$ cat config.mk
export PLATFORM = sky130hd
export DESIGN_NAME = oid_to_dotted_decimal
export DESIGN_NICKNAME = d
export VERILOG_FILES = /design/src/design/oidd_pkg.sv /design/src/design/oidd_queue.sv /design/src/design/oidd_front.sv /design/src/design/oidd_back.sv /design/src/design/oid_to_dotted_decimal.sv
export VERILOG_INCLUDE_DIRS = /design/src /design/src/design
export SDC_FILE = /design/constraint.sdc
export NUM_CORES = 2
export LEC_CHECK = 0
export ABC_CLOCK_PERIOD_IN_PS = 7900
export BUFFER_PORTS_ARGS = -buffer_cell sky130_fd_sc_hd__buf_4
export CORE_MARGIN = 3
export CORE_UTILIZATION = 45
export CTS_CLUSTER_DIAMETER = 80
export DETAILED_ROUTE_END_ITERATION = 12
export PLACE_DENSITY = 0.7
export SETUP_SLACK_MARGIN = 0.02
export SYNTH_ARGS = -nofsm -noshare
export SYNTH_HDL_FRONTEND = slang
export SYNTH_SLANG_ARGS = --single-unit
export TNS_END_PERCENT = 100
$ cat constraint.sdc
create_clock -name i_clk -period 7.9 [get_ports i_clk]
set_input_delay 0.395 -clock i_clk [delete_from_list [all_inputs] [get_ports i_clk]]
set_output_delay 0.395 -clock i_clk [all_outputs]
set_load 0.01 [all_outputs]
$ cat src/design/oid_to_dotted_decimal_macros.svh
// ----------------------------------------------------------------------------
// OID to dotted decimal: assertion macros
// Shared concurrent assertion forms, clocked on i_clk and off in reset.
// ----------------------------------------------------------------------------
`ifndef OID_TO_DOTTED_DECIMAL_MACROS_SVH
`define OID_TO_DOTTED_DECIMAL_MACROS_SVH

// Check that an expression holds at every clock edge out of reset.
`define OIDD_ASSERT(label, expr, msg) \
    label: assert property (@(posedge i_clk) disable iff (!i_rst_n) (expr)) else $error(msg);

// Check that a condition implies a consequence in the same cycle.
`define OIDD_ASSERT_IMPL(label, ante, cons, msg) \
    label: assert property (@(posedge i_clk) disable iff (!i_rst_n) (ante) |-> (cons)) \
        else $error(msg);

`endif

$ cat src/design/oidd_pkg.sv
// ----------------------------------------------------------------------------
// OID to dotted decimal: package
// Payload types, job format, state encodings and decimal helpers.
// ----------------------------------------------------------------------------
package oidd_pkg;

    localparam int MAX_TEXT_LEN_DEF = 128;
    localparam int TEXT_LEN_W       = 8;
    localparam int QUEUE_DEPTH      = 2;
    localparam int DEC_DIGITS       = 10;
    localparam int DIG_IDX_W        = $clog2(DEC_DIGITS);
    localparam int DIG_CNT_W        = $clog2(DEC_DIGITS + 1);

    localparam logic [7:0]  CHAR_ZERO = 8'h30;
    localparam logic [7:0]  CHAR_DOT  = 8'h2E;
    // floor(v / 10) == (v * RECIP_TEN) >> 35 for every 32-bit v
    localparam logic [31:0] RECIP_TEN = 32'hCCCC_CCCD;
    localparam int          RECIP_SHIFT = 35;

    localparam logic [31:0] POW10 [DEC_DIGITS] = '{
        32'd1, 32'd10, 32'd100, 32'd1000, 32'd10000, 32'd100000,
        32'd1000000, 32'd10000000, 32'd100000000, 32'd1000000000
    };

    typedef struct packed {
        logic [7:0] oid_byte;
        logic       end_of_object;
    } t_in_item;

    typedef struct packed {
        logic [7:0] text_char;
        logic       char_valid;
        logic       last_of_object;
        logic       status;
    } t_out_item;

    typedef enum logic [1:0] {
        JOB_MARK,
        JOB_FIRST,
        JOB_ARC
    } t_job_kind;

    // One unit of print work handed from the front to the back.
    typedef struct packed {
        t_job_kind   kind;
        logic [1:0]  hi;
        logic [31:0] lo;
        logic        last;
        logic        status;
    } t_job;

    typedef struct packed {
        logic full;
        logic empty;
    } t_queue_status;

    typedef enum logic [1:0] {
        FE_IDLE,
        FE_SPLIT,
        FE_PUSH
    } t_fe_state;

    typedef enum logic [2:0] {
        BE_IDLE,
        BE_MUL,
        BE_REM,
        BE_HI,
        BE_DOT,
        BE_DIG,
        BE_MARK
    } t_be_state;

    // Number of decimal digits of v (at least one).
    function automatic logic [DIG_CNT_W-1:0] dec_digit_count(input logic [31:0] v);
        logic [DIG_CNT_W-1:0] c;
        c = DIG_CNT_W'(1);
        for (int k = 1; k < DEC_DIGITS; k++) begin
            if (v >= POW10[k]) begin
                c = c + DIG_CNT_W'(1);
            end
        end
        return c;
    endfunction

endpackage

$ cat src/design/oidd_queue.sv
// ----------------------------------------------------------------------------
// OID to dotted decimal: job queue
// Short first-in first-out buffer of print jobs between front and back.
// ----------------------------------------------------------------------------
module oidd_queue (
    input  logic                  i_clk,
    input  logic                  i_rst_n,
    input  logic                  i_push,
    input  oidd_pkg::t_job        i_push_job,
    input  logic                  i_pop,
    output oidd_pkg::t_job        o_pop_job,
    output oidd_pkg::t_queue_status o_status
);
    import oidd_pkg::*;

    localparam int PtrW = $clog2(QUEUE_DEPTH);
    localparam int CntW = $clog2(QUEUE_DEPTH + 1);

    t_job            r_mem [QUEUE_DEPTH];
    logic [PtrW-1:0] r_wr_ptr;
    logic [PtrW-1:0] r_rd_ptr;
    logic [CntW-1:0] r_count;

    logic w_push;
    logic w_pop;

    assign o_status.full  = (r_count == CntW'(QUEUE_DEPTH));
    assign o_status.empty = (r_count == '0);
    assign w_push = i_push && !o_status.full;
    assign w_pop  = i_pop && !o_status.empty;
    assign o_pop_job = r_mem[r_rd_ptr];

    always_ff @(posedge i_clk) begin
        if (w_push) begin
            r_mem[r_wr_ptr] <= i_push_job;
        end
    end

    always_ff @(posedge i_clk) begin
        if (!i_rst_n) begin
            r_wr_ptr <= '0;
            r_rd_ptr <= '0;
            r_count  <= '0;
        end else begin
            if (w_push) begin
                r_wr_ptr <= (r_wr_ptr == PtrW'(QUEUE_DEPTH - 1)) ? '0 : r_wr_ptr + PtrW'(1);
            end
            if (w_pop) begin
                r_rd_ptr <= (r_rd_ptr == PtrW'(QUEUE_DEPTH - 1)) ? '0 : r_rd_ptr + PtrW'(1);
            end
            if (w_push && !w_pop) begin
                r_count <= r_count + CntW'(1);
            end else if (w_pop && !w_push) begin
                r_count <= r_count - CntW'(1);
            end
        end
    end

endmodule

$ cat src/design/oidd_front.sv
// ----------------------------------------------------------------------------
// OID to dotted decimal: front end
// Take BER content bytes, collect arcs, split the first value, queue jobs.
// ----------------------------------------------------------------------------
`include "oid_to_dotted_decimal_macros.svh"

module oidd_front #(
    parameter int MAX_TEXT_LEN = oidd_pkg::MAX_TEXT_LEN_DEF
) (
    input  logic                    i_clk,
    input  logic                    i_rst_n,
    input  logic                    i_in_valid,
    output logic                    o_in_stall,
    input  oidd_pkg::t_in_item      i_in_data,
    output logic                    o_push,
    output oidd_pkg::t_job          o_push_job,
    input  oidd_pkg::t_queue_status i_q_status
);
    import oidd_pkg::*;

    localparam logic [TEXT_LEN_W-1:0] LimitLen = TEXT_LEN_W'(MAX_TEXT_LEN);
    localparam logic [TEXT_LEN_W-1:0] LenBound = TEXT_LEN_W'(MAX_TEXT_LEN + 12);

    t_fe_state             r_fe_state, n_fe_state;
    logic [63:0]           r_acc, n_acc;
    logic                  r_pending, n_pending;
    logic                  r_first_done, n_first_done;
    logic [TEXT_LEN_W-1:0] r_text_len, n_text_len;
    t_job                  r_job, n_job;

    logic                  w_accept;
    logic                  w_small;
    logic [6:0]            w_small_lo;
    logic [DIG_CNT_W-1:0]  w_digits;
    logic [DIG_CNT_W-1:0]  w_chars;

    assign o_in_stall = (r_fe_state != FE_IDLE);
    assign w_accept   = i_in_valid && !o_in_stall;
    assign o_push_job = r_job;

    // First value is below 80 only if every bit above the low seven is clear.
    assign w_small    = (r_acc[63:7] == '0) && (r_acc[6:0] < 7'd80);
    assign w_small_lo = (r_acc[6:0] >= 7'd40) ? (r_acc[6:0] - 7'd40) : r_acc[6:0];
    assign w_digits   = dec_digit_count(r_job.lo);
    assign w_chars    = w_digits + ((r_job.kind == JOB_FIRST) ? DIG_CNT_W'(2) : DIG_CNT_W'(1));

    always_ff @(posedge i_clk) begin
        if (!i_rst_n) begin
            r_fe_state   <= FE_IDLE;
            r_acc        <= '0;
            r_pending    <= 1'b0;
            r_first_done <= 1'b0;
            r_text_len   <= '0;
        end else begin
            r_fe_state   <= n_fe_state;
            r_acc        <= n_acc;
            r_pending    <= n_pending;
            r_first_done <= n_first_done;
            r_text_len   <= n_text_len;
        end
    end

    always_ff @(posedge i_clk) begin
        r_job <= n_job;
    end

    always_comb begin
        n_fe_state   = r_fe_state;
        n_acc        = r_acc;
        n_pending    = r_pending;
        n_first_done = r_first_done;
        n_text_len   = r_text_len;
        n_job        = r_job;
        o_push       = 1'b0;
        unique case (r_fe_state)
            FE_IDLE: begin
                if (w_accept) begin
                    n_job.last   = i_in_data.end_of_object;
                    n_job.status = 1'b0;
                    if (r_text_len < LimitLen) begin
                        n_acc = {r_acc[56:0], i_in_data.oid_byte[6:0]};
                        if (i_in_data.oid_byte[7]) begin
                            n_pending = 1'b1;
                            if (i_in_data.end_of_object) begin
                                n_job.kind   = JOB_MARK;
                                n_job.status = 1'b1;
                                n_fe_state   = FE_PUSH;
                            end
                        end else begin
                            n_pending  = 1'b0;
                            n_fe_state = FE_SPLIT;
                        end
                    end else if (i_in_data.end_of_object) begin
                        n_job.kind   = JOB_MARK;
                        n_job.status = r_pending;
                        n_fe_state   = FE_PUSH;
                    end
                end
            end
            FE_SPLIT: begin
                // Closed arc: the first one splits into two arcs.
                if (!r_first_done) begin
                    n_job.kind = JOB_FIRST;
                    if (w_small) begin
                        n_job.hi = {1'b0, (r_acc[6:0] >= 7'd40)};
                        n_job.lo = {25'b0, w_small_lo};
                    end else begin
                        n_job.hi = 2'd2;
                        n_job.lo = r_acc[31:0] - 32'd80;
                    end
                end else begin
                    n_job.kind = JOB_ARC;
                    n_job.hi   = 2'd0;
                    n_job.lo   = r_acc[31:0];
                end
                n_acc        = '0;
                n_first_done = 1'b1;
                n_fe_state   = FE_PUSH;
            end
            FE_PUSH: begin
                if (!i_q_status.full) begin
                    o_push = 1'b1;
                    if (r_job.kind != JOB_MARK) begin
                        n_text_len = r_text_len + TEXT_LEN_W'(w_chars);
                    end
                    if (r_job.last) begin
                        n_acc        = '0;
                        n_pending    = 1'b0;
                        n_first_done = 1'b0;
                        n_text_len   = '0;
                    end
                    n_fe_state = FE_IDLE;
                end
            end
            default: begin
                n_fe_state = FE_IDLE;
            end
        endcase
    end

    `OIDD_ASSERT_IMPL(a_mark_is_last, (r_fe_state == FE_PUSH) && (r_job.kind == JOB_MARK), r_job.last, "end marker job without end of identifier")
    `OIDD_ASSERT(a_text_len_bound, r_text_len < LenBound, "text length past limit plus one arc")

endmodule

$ cat src/design/oidd_back.sv
// ----------------------------------------------------------------------------
// OID to dotted decimal: back end
// Convert queued values to decimal and emit one character per transfer.
// ----------------------------------------------------------------------------
`include "oid_to_dotted_decimal_macros.svh"

module oidd_back (
    input  logic                    i_clk,
    input  logic                    i_rst_n,
    input  oidd_pkg::t_job          i_pop_job,
    input  oidd_pkg::t_queue_status i_q_status,
    output logic                    o_pop,
    output logic                    o_out_valid,
    input  logic                    i_out_stall,
    output oidd_pkg::t_out_item     o_out_data
);
    import oidd_pkg::*;

    t_be_state            r_state, n_state;
    t_job                 r_job, n_job;
    logic [31:0]          r_val, n_val;
    logic [63:0]          r_prod, n_prod;
    logic [DIG_CNT_W-1:0] r_nd, n_nd;
    logic [DIG_IDX_W-1:0] r_idx, n_idx;
    logic [3:0]           r_digits [DEC_DIGITS];
    t_out_item            r_out, n_out;
    logic                 r_out_valid;

    logic                 w_free;
    logic                 w_load;
    logic                 w_dig_we;
    logic [28:0]          w_q;
    logic [31:0]          w_q10;
    logic [31:0]          w_rem;

    assign w_free      = !r_out_valid || !i_out_stall;
    assign o_out_valid = r_out_valid;
    assign o_out_data  = r_out;

    // Quotient from the registered reciprocal product, digit as the remainder.
    assign w_q   = r_prod[63:RECIP_SHIFT];
    assign w_q10 = {w_q, 3'b000} + {2'b00, w_q, 1'b0};
    assign w_rem = r_val - w_q10;

    always_ff @(posedge i_clk) begin
        if (!i_rst_n) begin
            r_state     <= BE_IDLE;
            r_out_valid <= 1'b0;
        end else begin
            r_state <= n_state;
            if (w_load) begin
                r_out_valid <= 1'b1;
            end else if (!i_out_stall) begin
                r_out_valid <= 1'b0;
            end
        end
    end

    always_ff @(posedge i_clk) begin
        r_job  <= n_job;
        r_val  <= n_val;
        r_prod <= n_prod;
        r_nd   <= n_nd;
        r_idx  <= n_idx;
        if (w_load) begin
            r_out <= n_out;
        end
        if (w_dig_we) begin
            r_digits[r_nd[DIG_IDX_W-1:0]] <= w_rem[3:0];
        end
    end

    always_comb begin
        n_state  = r_state;
        n_job    = r_job;
        n_val    = r_val;
        n_prod   = r_prod;
        n_nd     = r_nd;
        n_idx    = r_idx;
        n_out    = r_out;
        o_pop    = 1'b0;
        w_load   = 1'b0;
        w_dig_we = 1'b0;
        unique case (r_state)
            BE_IDLE: begin
                if (!i_q_status.empty) begin
                    o_pop   = 1'b1;
                    n_job   = i_pop_job;
                    n_val   = i_pop_job.lo;
                    n_nd    = '0;
                    n_state = (i_pop_job.kind == JOB_MARK) ? BE_MARK : BE_MUL;
                end
            end
            BE_MUL: begin
                n_prod  = r_val * RECIP_TEN;
                n_state = BE_REM;
            end
            BE_REM: begin
                w_dig_we = 1'b1;
                n_nd     = r_nd + DIG_CNT_W'(1);
                n_idx    = r_nd[DIG_IDX_W-1:0];
                n_val    = {3'b000, w_q};
                if (w_q == '0) begin
                    n_state = (r_job.kind == JOB_FIRST) ? BE_HI : BE_DOT;
                end else begin
                    n_state = BE_MUL;
                end
            end
            BE_HI: begin
                if (w_free) begin
                    w_load  = 1'b1;
                    n_out   = '{text_char: CHAR_ZERO + {6'b0, r_job.hi}, char_valid: 1'b1,
                                last_of_object: 1'b0, status: 1'b0};
                    n_state = BE_DOT;
                end
            end
            BE_DOT: begin
                if (w_free) begin
                    w_load  = 1'b1;
                    n_out   = '{text_char: CHAR_DOT, char_valid: 1'b1,
                                last_of_object: 1'b0, status: 1'b0};
                    n_state = BE_DIG;
                end
            end
            BE_DIG: begin
                if (w_free) begin
                    w_load = 1'b1;
                    n_out  = '{text_char: CHAR_ZERO + {4'b0, r_digits[r_idx]}, char_valid: 1'b1,
                               last_of_object: (r_idx == '0) && r_job.last, status: 1'b0};
                    if (r_idx == '0) begin
                        n_state = BE_IDLE;
                    end else begin
                        n_idx = r_idx - DIG_IDX_W'(1);
                    end
                end
            end
            BE_MARK: begin
                if (w_free) begin
                    w_load  = 1'b1;
                    n_out   = '{text_char: 8'h00, char_valid: 1'b0,
                                last_of_object: 1'b1, status: r_job.status};
                    n_state = BE_IDLE;
                end
            end
            default: begin
                n_state = BE_IDLE;
            end
        endcase
    end

    `OIDD_ASSERT_IMPL(a_idx_in_range, r_state == BE_DIG, DIG_CNT_W'(r_idx) < r_nd, "digit index beyond converted digits")
    `OIDD_ASSERT_IMPL(a_nd_bound, (r_state == BE_REM) || (r_state == BE_DIG), r_nd <= DIG_CNT_W'(DEC_DIGITS), "more decimal digits than a 32-bit value has")

endmodule

$ cat src/design/oid_to_dotted_decimal.sv
// ----------------------------------------------------------------------------
// OID to dotted decimal: top level
// BER object identifier content bytes in, dotted decimal ASCII text out.
// ----------------------------------------------------------------------------
//
//   channel   direction  handshake                   payload
//   --------  ---------  --------------------------  ------------------------
//   in        input      i_in_valid / o_in_stall     i_in_data  (t_in_item)
//   out       output     o_out_valid / i_out_stall   o_out_data (t_out_item)
//
// A continuation byte (bit 7 set) is taken and the next byte can follow at
// once. A closing byte stalls the input while the front end splits the value
// (FE_SPLIT) and queues a print job (FE_PUSH), longer only if the job queue
// is full.
// The back end converts a value with one shared reciprocal multiplier, a
// multiply step and a remainder step per decimal digit, then emits one
// character per cycle while the output is not stalled.
// Reset (synchronous, active low) empties the queue and output register and
// clears the arc state; an output stall holds the output register, and the
// front end keeps taking bytes until the two-entry queue fills.
//
module oid_to_dotted_decimal #(
    parameter int MAX_TEXT_LEN = oidd_pkg::MAX_TEXT_LEN_DEF
) (
    input  logic                i_clk,
    input  logic                i_rst_n,
    input  logic                i_in_valid,
    output logic                o_in_stall,
    input  oidd_pkg::t_in_item  i_in_data,
    output logic                o_out_valid,
    input  logic                i_out_stall,
    output oidd_pkg::t_out_item o_out_data
);
    import oidd_pkg::*;

    // Job handoff between front and back end.
    logic          w_push;
    t_job          w_push_job;
    logic          w_pop;
    t_job          w_pop_job;
    t_queue_status w_q_status;

    // Front end: collect arcs, split the first value, enforce the text limit.
    oidd_front #(
        .MAX_TEXT_LEN (MAX_TEXT_LEN)
    ) u_front (
        .i_clk      (i_clk),
        .i_rst_n    (i_rst_n),
        .i_in_valid (i_in_valid),
        .o_in_stall (o_in_stall),
        .i_in_data  (i_in_data),
        .o_push     (w_push),
        .o_push_job (w_push_job),
        .i_q_status (w_q_status)
    );

    // Decouple the two sides so each can stall on its own.
    oidd_queue u_queue (
        .i_clk      (i_clk),
        .i_rst_n    (i_rst_n),
        .i_push     (w_push),
        .i_push_job (w_push_job),
        .i_pop      (w_pop),
        .o_pop_job  (w_pop_job),
        .o_status   (w_q_status)
    );

    // Back end: decimal conversion and one character per output transfer.
    oidd_back u_back (
        .i_clk       (i_clk),
        .i_rst_n     (i_rst_n),
        .i_pop_job   (w_pop_job),
        .i_q_status  (w_q_status),
        .o_pop       (w_pop),
        .o_out_valid (o_out_valid),
        .i_out_stall (i_out_stall),
        .o_out_data  (o_out_data)
    );

endmodule

==> impl_metrics.tcl <==
set metrics [dict create \
    min_period_ps 7660 \
    fin_setup_tns_ps 0 \
    drv_slew 0 \
    synth-seq-cells 326 \
    cpPeakStageDelay_ps 620 \
    yosysTopAreaCellShare_pct 26.6 \
    crit_family "adder cells" \
    worstSetupPathType "reg2reg" \
    synth_common_cells "675 x inv_1, 418 x fa_1, 368 x ha_1" \
    clock_latency_ps 550 \
    wl_met3_um 4780 \
    drc 0 \
    die_w_um 271 \
    postRouteAntennaNets 0 \
    cts_buffer_depth 3 \
    wl_met1_um 31500 \
    ys_seq_area_share_pct 28.3 \
    crit_slowest_cell "fa_1" \
    cts.sink_count 326 \
    dp.cells 3892 \
    synth_top_family_by_area "adder cells" \
    vias 20500 \
    dr.pass1.iters 5 \
    antenna_found_initial 1 \
    synth_warnings 0 \
    io_buffers 23 \
    grt_pass1_wl_um 122000 \
    final_core_util_pct 50.4 \
    die_area_um2 73200 \
    coreArea_um2 68900 \
    synth_xor_area_share_pct 2.58 \
    viasPerCell 5.16 \
    cp_max_fo 4 \
    crit_arrival_ps 7960 \
    synth_mux_area_share_pct 2.49 \
    stdcell_count 3973 \
    wl_um 76200 \
    synth_compound_area_share_pct 7.20 \
    wl_met2_um 36800 \
    synth_area_leaders "fa_1 27%, edfxtp_1 23%, ha_1 15%" \
    critPathRequiredTime_ps 8210 \
    ys_async_sr_fraction_pct 0 \
    tritoncts "done" \
    fp.dieH_um 271 \
    worstPathBufferInverterCount 6 \
    area_growth_pct 10.4 \
    synth-main-ff-cell "edfxtp_1" \
    synth.most_common_cell "inv_1" \
    crit_chain "buf_4, ha_1, inv_1, fa_1, inv_1, fa_1, fa_2, fa_1, fa_1, fa_1, fa_1, ha_1, nand3_1, or3_1, a2111oi_4, buf_2, buf_4, o31ai_4, a21oi_2, o21ai_1, buf_4, mux2i_1, a2111oi_0" \
    top_layer "met4" \
    cts_buffers 36 \
    initial_utilization_pct 45.7 \
    synth.distinct_cells 81 \
    period_share_pct 96.9 \
    fmax_ghz 0.131 \
    critPathLaunchType "flop" \
    grt_pass1_vias 21700 \
    crit_path_end_kind "flop" \
    drt_iter0_markers 1381 \
    synthSimpleGateAreaFrac_pct 9.38 \
    cts-htree-levels 2 \
    slew_headroom_pct 17.3 \
    synthAdderAreaFrac_pct 41.2 \
    drive_gt1_share_pct 8.78 \
    min_path_type "in2reg" \
    place.gp.congestion 1.02 \
    root_buffer "clkbuf_16" \
    crit_top_cell "fa_1" \
    run_status "finished clean" \
    hold_viol_final 0 \
    ios 26 \
    routedWlPerCell_um 19.2 \
    max_cap_viol_count 0 \
    final_nets 3814 \
    worst_pin_slew_ps 1230 \
    grt_max_degree 129 \
    skew_ps 33.6 \
    netlist_instances 2903 \
    synth_edf_count 237 \
    place_hpwl_um 63600 \
    setup_viol 0 \
    grt.overflow.total 0 \
    rsz0062_at_grt "no" \
    std_cell_rows 96 \
    clkTransAtPathRegs_ps 70 \
    synth_area_per_cell_um2 10.8 \
    syn_area_um2 31500 \
    ctsHoldBuffers 0 \
    groute.usage.overall_pct 21.4 \
    synth_top_cell_by_area "fa_1" \
]
==> final timing paths <==
path,from,end,slack [ps],cells past startpoint
min reg2reg,u_front.o_push_job[0]$_DFFE_PP_,u_queue.r_mem[1][0]$_DFFE_PP_,440,0
max reg2reg,u_back.r_val[5]$_DFFE_PP_,u_back.r_prod[58]$_DFFE_PP_,240,23
max,u_back.r_val[5]$_DFFE_PP_,u_back.r_prod[58]$_DFFE_PP_,240,23
min,i_in_data[0],u_front.o_push_job[1]$_DFFE_PP_,80,1
==> layout by cell type, fill, tap and decap left out, types with 7 or more instances in the layout <==
master and count:
and3_1 7, nor2_1 78, clkbuf_1 7, ha_1 360
xor2_1 26, nand4_1 21, nand2_1 108, xnor2_1 53
a21o_1 38, and2_1 19, mux2_2 14, fa_1 417
clkbuf_16 37, nand3_1 27, a21oi_1 145, nor3_1 37
mux4_2 8, buf_4 135, nor3b_1 63, dfxtp_1 88
o21ai_0 87, inv_1 673, nor4_1 24, or3_1 11
nor2b_1 86, a21boi_0 9, edfxtp_1 237, mux2i_1 42
o31ai_1 9, o21a_1 7
==> flip-flops by register name, summed over array words and instances, names as in the netlist, 4 cells and up, named ones only <==
signal,cells
u_back.r_idx,4
u_front.r_text_len,8
u_back.r_digits,40
u_back.r_nd,4
u_front.r_acc,64
u_queue.r_mem,76
u_front.o_push_job,38
u_back.r_job,6
u_back.r_prod,29
u_back.r_val,32
u_back.o_out_data,8
==> per-stage QoR <==
step / hold WS [ps] / setup slack [ps] / area [µm²]
floorplan: 421 / 413 / 31500
global placement: 425 / -737 / 33300
detailed placement: 434 / -278 / 33300
CTS: 43.7 / 46.3 / 34500
global route: 55.0 / 1.31 / 34800
finish: 77.2 / 245 / 34800
==> layout make-up <==
| type | count | area (µm²) |
|---|---|---|
| fillers | 6129 | 34200 |
| repair buffers | 136 | 1020 |
| clock inverters | 19 | 180 |
| diodes | 1 | 2.50 |
| inverters | 676 | 2540 |
| flip-flops and latches | 326 | 8900 |
| clock buffers | 45 | 966 |
| multi-input cells | 1839 | 20000 |
| well taps | 931 | 1160 |
==> cells by family after synthesis <==
group,Yosys count
xor+xnor,86
flops,326
fa+ha+maj,786
simple gates,526
buf+inv,739
compound gates,373
mux,66
other cells,1
==> timing repair <==
item,4_1_cts,5_1_grt
buffers inserted,4,12
endpoints found under the setup margin,11,25
pin swaps,2,8
resized for setup,11,25
==> per-layer routing <==
layer / global-route usage [%] / up-vias
li1: - / 9724
met1: 27.5 / 10100
met2: 35.9 / 511
met3: 4.59 / 152
met4: 7.72 / 0
met5: 0 / -
Power is left out: the tool's default activity adds up to more than one toggle a clock period on the data nets, which glitch-free logic cannot reach.
